File: src/ddo_pkg.sv
// package: shared constants, command types and arctangent table for the odometry block
`timescale 1ns / 1ps
package ddo_pkg;

  localparam int CORDIC_STEPS_DEF = 24;
  localparam int CNT_W = 5;
  localparam logic [32:0] RAD_TO_BAM = 33'd683565276;
  localparam logic signed [32:0] CORDIC_GAIN = 33'sd652032875;

  localparam logic REG_MPT = 1'b0;
  localparam logic REG_ITRACK = 1'b1;

  typedef enum logic [4:0] {
    OP_NOP, OP_LOAD,
    OP_MUL_SUM, OP_MUL_DIFF, OP_TAKE_DF, OP_MUL_TURN, OP_TAKE_R40,
    OP_MUL_RLO, OP_MUL_RHI, OP_ACC_RHI, OP_CORDIC_START, OP_CORDIC_STEP,
    OP_MUL_DCOS, OP_MUL_DSIN, OP_TAKE_LY, OP_MUL_CLX, OP_MUL_SLY,
    OP_MUL_SLX, OP_MUL_CLY, OP_SUM_DY, OP_UPDATE
  } op_t;

  typedef struct packed {
    op_t              op;
    logic [CNT_W-1:0] iter;
  } cmd_t;

  typedef struct packed {
    logic out_free;
  } stat_t;

  function automatic logic [31:0] atan_bam(input logic [4:0] i);
    logic [31:0] v;
    case (i)
      5'd0: v = 32'h20000000;  5'd1: v = 32'h12E4051E;
      5'd2: v = 32'h09FB385B;  5'd3: v = 32'h051111D4;
      5'd4: v = 32'h028B0D43;  5'd5: v = 32'h0145D7E1;
      5'd6: v = 32'h00A2F61E;  5'd7: v = 32'h00517C55;
      5'd8: v = 32'h0028BE53;  5'd9: v = 32'h00145F2F;
      5'd10: v = 32'h000A2F98; 5'd11: v = 32'h000517CC;
      5'd12: v = 32'h00028BE6; 5'd13: v = 32'h000145F3;
      5'd14: v = 32'h0000A2FA; 5'd15: v = 32'h0000517D;
      5'd16: v = 32'h000028BE; 5'd17: v = 32'h0000145F;
      5'd18: v = 32'h00000A30; 5'd19: v = 32'h00000518;
      5'd20: v = 32'h0000028C; 5'd21: v = 32'h00000146;
      5'd22: v = 32'h000000A3; 5'd23: v = 32'h00000051;
      5'd24: v = 32'h00000029; 5'd25: v = 32'h00000014;
      5'd26: v = 32'h0000000A; 5'd27: v = 32'h00000005;
      5'd28: v = 32'h00000003; 5'd29: v = 32'h00000001;
      5'd30: v = 32'h00000001; default: v = 32'h00000000;
    endcase
    return v;
  endfunction

endpackage

File: src/ddo_ctrl.sv
// module: sequencer that steps the odometry datapath through one update
`timescale 1ns / 1ps
module ddo_ctrl #(
  parameter int CORDIC_STEPS = ddo_pkg::CORDIC_STEPS_DEF
) (
  input  logic           clk,
  input  logic           rst_n,
  input  logic           in_tvalid,
  output logic           in_tready,
  input  ddo_pkg::stat_t stat,
  output ddo_pkg::cmd_t  cmd
);
  import ddo_pkg::*;

  typedef enum logic [4:0] {
    S_IDLE = 5'b00001, S_PRE = 5'b00010, S_CORD = 5'b00100,
    S_POST = 5'b01000, S_DONE = 5'b10000
  } state_t;

  localparam logic [CNT_W-1:0] PRE_LAST = CNT_W'(8);
  localparam logic [CNT_W-1:0] POST_LAST = CNT_W'(7);
  localparam logic [CNT_W-1:0] CORD_LAST = CNT_W'(CORDIC_STEPS - 1);

  state_t state_r, state_nxt;
  logic [CNT_W-1:0] cnt_r, cnt_nxt;
  op_t pre_op, post_op;

  always_comb begin
    case (cnt_r)
      CNT_W'(0): pre_op = OP_MUL_SUM;
      CNT_W'(1): pre_op = OP_MUL_DIFF;
      CNT_W'(2): pre_op = OP_TAKE_DF;
      CNT_W'(3): pre_op = OP_MUL_TURN;
      CNT_W'(4): pre_op = OP_TAKE_R40;
      CNT_W'(5): pre_op = OP_MUL_RLO;
      CNT_W'(6): pre_op = OP_MUL_RHI;
      CNT_W'(7): pre_op = OP_ACC_RHI;
      default:   pre_op = OP_CORDIC_START;
    endcase
    case (cnt_r)
      CNT_W'(0): post_op = OP_MUL_DCOS;
      CNT_W'(1): post_op = OP_MUL_DSIN;
      CNT_W'(2): post_op = OP_TAKE_LY;
      CNT_W'(3): post_op = OP_MUL_CLX;
      CNT_W'(4): post_op = OP_MUL_SLY;
      CNT_W'(5): post_op = OP_MUL_SLX;
      CNT_W'(6): post_op = OP_MUL_CLY;
      default:   post_op = OP_SUM_DY;
    endcase
  end

  always_comb begin
    state_nxt = state_r;
    cnt_nxt = cnt_r + CNT_W'(1);
    cmd.iter = cnt_r;
    cmd.op = OP_NOP;
    unique case (state_r)
      S_IDLE: begin
        cnt_nxt = '0;
        if (in_tvalid) begin
          cmd.op = OP_LOAD;
          state_nxt = S_PRE;
        end
      end
      S_PRE: begin
        cmd.op = pre_op;
        if (cnt_r == PRE_LAST) begin
          cnt_nxt = '0;
          state_nxt = S_CORD;
        end
      end
      S_CORD: begin
        cmd.op = OP_CORDIC_STEP;
        if (cnt_r == CORD_LAST) begin
          cnt_nxt = '0;
          state_nxt = S_POST;
        end
      end
      S_POST: begin
        cmd.op = post_op;
        if (cnt_r == POST_LAST) state_nxt = S_DONE;
      end
      S_DONE: begin
        if (stat.out_free) begin
          cmd.op = OP_UPDATE;
          state_nxt = S_IDLE;
        end
      end
      default: state_nxt = S_IDLE;
    endcase
  end

  always_ff @(posedge clk) begin
    if (!rst_n) begin
      state_r <= S_IDLE;
      cnt_r <= '0;
    end else begin
      state_r <= state_nxt;
      cnt_r <= cnt_nxt;
    end
  end

  assign in_tready = (state_r == S_IDLE);

  a_cord_cnt: assert property (@(posedge clk) disable iff (!rst_n)
    state_r == S_CORD |-> cnt_r <= CORD_LAST) else $error("cordic count overrun");
  a_accept: assert property (@(posedge clk) disable iff (!rst_n)
    in_tvalid && in_tready |=> state_r == S_PRE && cnt_r == '0)
    else $error("accept did not start sequence");
  a_done: assert property (@(posedge clk) disable iff (!rst_n)
    state_r == S_DONE && stat.out_free |=> state_r == S_IDLE)
    else $error("update did not return to idle");
  a_hold: assert property (@(posedge clk) disable iff (!rst_n)
    state_r == S_DONE && !stat.out_free |=> state_r == S_DONE)
    else $error("update overwrote waiting result");

endmodule

File: config.mk
export PLATFORM = sky130hd
export DESIGN_NAME = ddo_ctrl
export DESIGN_NICKNAME = d
export VERILOG_FILES = /design/src/ddo_pkg.sv /design/src/ddo_ctrl.sv
export SDC_FILE = /design/constraint.sdc
export NUM_CORES = 1
export LEC_CHECK = 0
export BUFFER_PORTS_ARGS = -buffer_cell sky130_fd_sc_hd__buf_2
export CORE_MARGIN = 4
export CORE_UTILIZATION = 33
export DETAILED_ROUTE_END_ITERATION = 8
export PLACE_DENSITY_LB_ADDON = 0.1
export SYNTH_ARGS = -nofsm -noshare
export SYNTH_HDL_FRONTEND = slang
export SYNTH_SLANG_ARGS = --single-unit
File: constraint.sdc
create_clock -name clk -period 4.4 [get_ports clk]
set_input_delay 0.88 -clock clk [delete_from_list [all_inputs] [get_ports clk]]
set_output_delay 0.88 -clock clk [all_outputs]
set_load 0.02 [all_outputs]
==> summary.md <==
| Metric | Value |
|---|---|
| Worst slew pin tran | 0.389 ns |
| Syn Inst Count | 90 |
| Cts hold-fix bufs | 0 |
| Max-Cap Viols | 0 |
| Top fanout value on the critical path | 7 |
| Post-Route WL | 1.81 mm |
| Drt first-iter violations | 16 |
| Max Transition Viols Final | 0 |
| CP Launch Type | register |
| CTS tree | yes |
| Core area | 2190 µm² |
| CP max stage delay | 0.46 ns |
| Setup TNS | 0 ns |
| Dpl cell area | 852 µm² |
| Clock share of power | 0.185 |
| Setup Skew | 0.00303 ns |
| Max frequency | 366 MHz |
| Hpwl dp | 1.44 mm |
| R2R depth | 7 |
| Final worst slack | 1.67 ns |
| Drt via density | 5.29 |
| Die Width | 55.8 µm |
| Total Power | 393 µW |
| Clock Root Buffer | clkbuf_4 |
| Slowest CP cell | dfxtp_1 |
| IO Pins | 15 |
| Final Non-Filler Cells | 134 |
| Setup repair after global routing missed its margin | false |
| Hold violation count in the final report | 0 |
| First-pass GRT wire length | 3.19 mm |
| Crit Path Class | reg2out |
| Htree depth | 1 |
| Pre-CTS setup slack | 1.96 ns |
| Layout Utilization | 0.401 |
| R2R Setup Slk | 2.54 ns |
| Antenna Cells | 0 |
| Number of global-route vias before repair | 643 |
| Min Tclk post-route | 2.73 ns |
| Most frequent cells in the layout | buf_2, dfxtp_1, nand3_1, nor2_1 |
| Worst min path class | reg2reg |
| All-layer global routing usage | 0.129 |
| Worst r2r src | cnt_r[0] |
| Std cell rows | 17 |
| Routability congestion estimate | 0.782 |
| Crit-path cells | inv_1 > ha_1 > o311ai_0 > o21ai_0 > nand4_1 > buf_2 |
| P_sw | 160 µW |
| Pre-Repair DR Iteration Count | 6 |
| Commonest non-fill, non-tap cell in the layout | buf_2 |
| Initial antenna violation count | 0 |
| Dpl cells | 130 |
| Relative slew margins | 0.738 |
| CTS buffer count | 3 |
| Int Pwr | 234 µW |
| Register area share after synthesis | 0.345 |
| Layout overhead on the synthesized area | 16.4% |
| Cell variety after synth | 29 |
| Die area | 3120 µm² |
| Largest net degree at the start of global routing | 10 |
| Die Y | 55.8 µm |
| Layout Nets | 115 |
| Syn nets | 98 |
| Hold path start | cnt_r[0] |
| Final Cell Area | 878 µm² |
| Period utilization | 0.622 |
| Starting Density | 0.344 |
| Clock tree buffer depth | 2 |
| Sequential power share | 0.397 |
| Combinational Power Share | 0.417 |
| Hold depth | 1 |
| Final setup vio count | 0 |
| Required time of the worst setup path | 3.52 ns |
| Critical Path End Type | output pin |
| Peak supply drop | 0.190 mV |
| Syn Area/Cell | 8.38 µm² |
| Status | complete, no violations |
| Power per cell area | 448 nW/µm² |
| Post-Synthesis Cell Area | 754 µm² |
| Switching share of power | 0.406 |
| PostCTS Resize Cnt | 0 |
| Clock Latency Late Sink | 0.27 ns |
| Clk sink count | 13 |
| Final Hold Slack | 0.533 ns |
| # Post-CTS Setup Buffers | 0 |
| Sink of the worst hold path | cnt_r[0] |
| Syn. warnings | 0 |
| Ratio of cells with drive above 1 in the final layout | 0.217 |
| Vias | 709 |
| Clock-pin slew on the worst setup and hold paths | 0.07 ns |
| Antenna-violating nets left | 0 |
| GRT overflow | 0 |
| Routed WL per cell | 13.5 µm |
| WP data arrival | 1.85 ns |
| DRC | 0 |
| Cell leakage power | 0.390 nW |
| PortBufs | 14 |
| #FFs+latches synth | 13 |
power by group through the flow:
stage / Clock, mW / Sequential (mW) / Combinational, mW
after floorplan: 0 / 0.160 / 0.117
after global placement: 0 / 0.158 / 0.166
after detailed placement: 0 / 0.158 / 0.165
after CTS: 0.0760 / 0.156 / 0.165
after global routing: 0.0827 / 0.160 / 0.185
final: 0.0729 / 0.156 / 0.164
cells by family after synthesis:
| group | after synthesis | share of synthesized area |
|---|---|---|
| AOI/OAI and AO/OA | 17 | 0.171 |
| xor gates and xnor gates | 5 | 0.0581 |
| adders and majority gates | 4 | 0.0663 |
| buffers and inverters | 8 | 0.0398 |
| DFF | 13 | 0.345 |
| and+or+nand+nor | 43 | 0.320 |
cell usage after synthesis:
| cell type | instances | share of area |
|---|---|---|
| a211oi_2 | 1 | 0.017 |
| a21oi_1 | 4 | 0.027 |
| a311o_2 | 1 | 0.015 |
| and2_1 | 1 | 0.0083 |
| clkbuf_1 | 2 | 0.010 |
| dfxtp_1 | 13 | 0.34 |
| ha_1 | 4 | 0.066 |
| inv_1 | 6 | 0.030 |
| nand2_1 | 6 | 0.030 |
| nand2b_1 | 2 | 0.017 |
| nand3_1 | 11 | 0.073 |
| nand4_1 | 3 | 0.025 |
| nand4b_1 | 1 | 0.012 |
| nand4bb_1 | 1 | 0.015 |
| nor2_1 | 10 | 0.050 |
| nor3b_1 | 2 | 0.020 |
| nor4_1 | 2 | 0.017 |
| o2111a_4 | 1 | 0.027 |
| o211ai_1 | 1 | 0.010 |
| o21ai_0 | 5 | 0.033 |
| o221ai_1 | 1 | 0.012 |
| o311ai_0 | 1 | 0.012 |
| o31ai_1 | 2 | 0.020 |
| or2_2 | 1 | 0.0083 |
| or3_4 | 1 | 0.015 |
| or4b_1 | 1 | 0.013 |
| or4b_4 | 1 | 0.018 |
| xnor2_1 | 2 | 0.023 |
| xor2_1 | 3 | 0.035 |
metal layers:
layer,up-vias,track usage,part of all wire
li1,361,-,-
met1,321,0.183,0.49
met2,23,0.177,0.43
met3,4,0.0418,0.065
met4,0,0.0508,0.016
met5,-,0,0
final cells by class:
cell class | count | area [µm²]
clock buffers | 4 | 26.3
fillers | 239 | 1310
inverters | 6 | 22.5
multi-input cells | 69 | 464
flip-flops and latches | 13 | 260
well taps | 28 | 35.0
repair buffers | 14 | 70.1
worst max-delay path by stage:
stage / slack [ns] / end / start
after detailed placement: 1.96 / cmd[5] / cnt_r[0]
after global routing: 1.45 / cmd[5] / cnt_r[0]
after CTS: 1.65 / cmd[5] / cnt_r[0]
after global placement: 2.06 / cmd[5] / cnt_r[0]
final: 1.67 / cmd[5] / cnt_r[0]
after floorplan: 1.85 / cmd[9] / cnt_r[0]
worst max-delay path, delay by kind of cell, from the launching register on:
kind / cells / cell delay (ns)
AO/OA/AOI/OAI: 2 / 0.52
adder cells (fa/ha/maj): 1 / 0.22
buffers and inverters: 2 / 0.27
flip-flops: 1 / 0.46
AND/OR/NAND/NOR: 1 / 0.10
No activity file was read; power rests on OpenSTA's default activity.
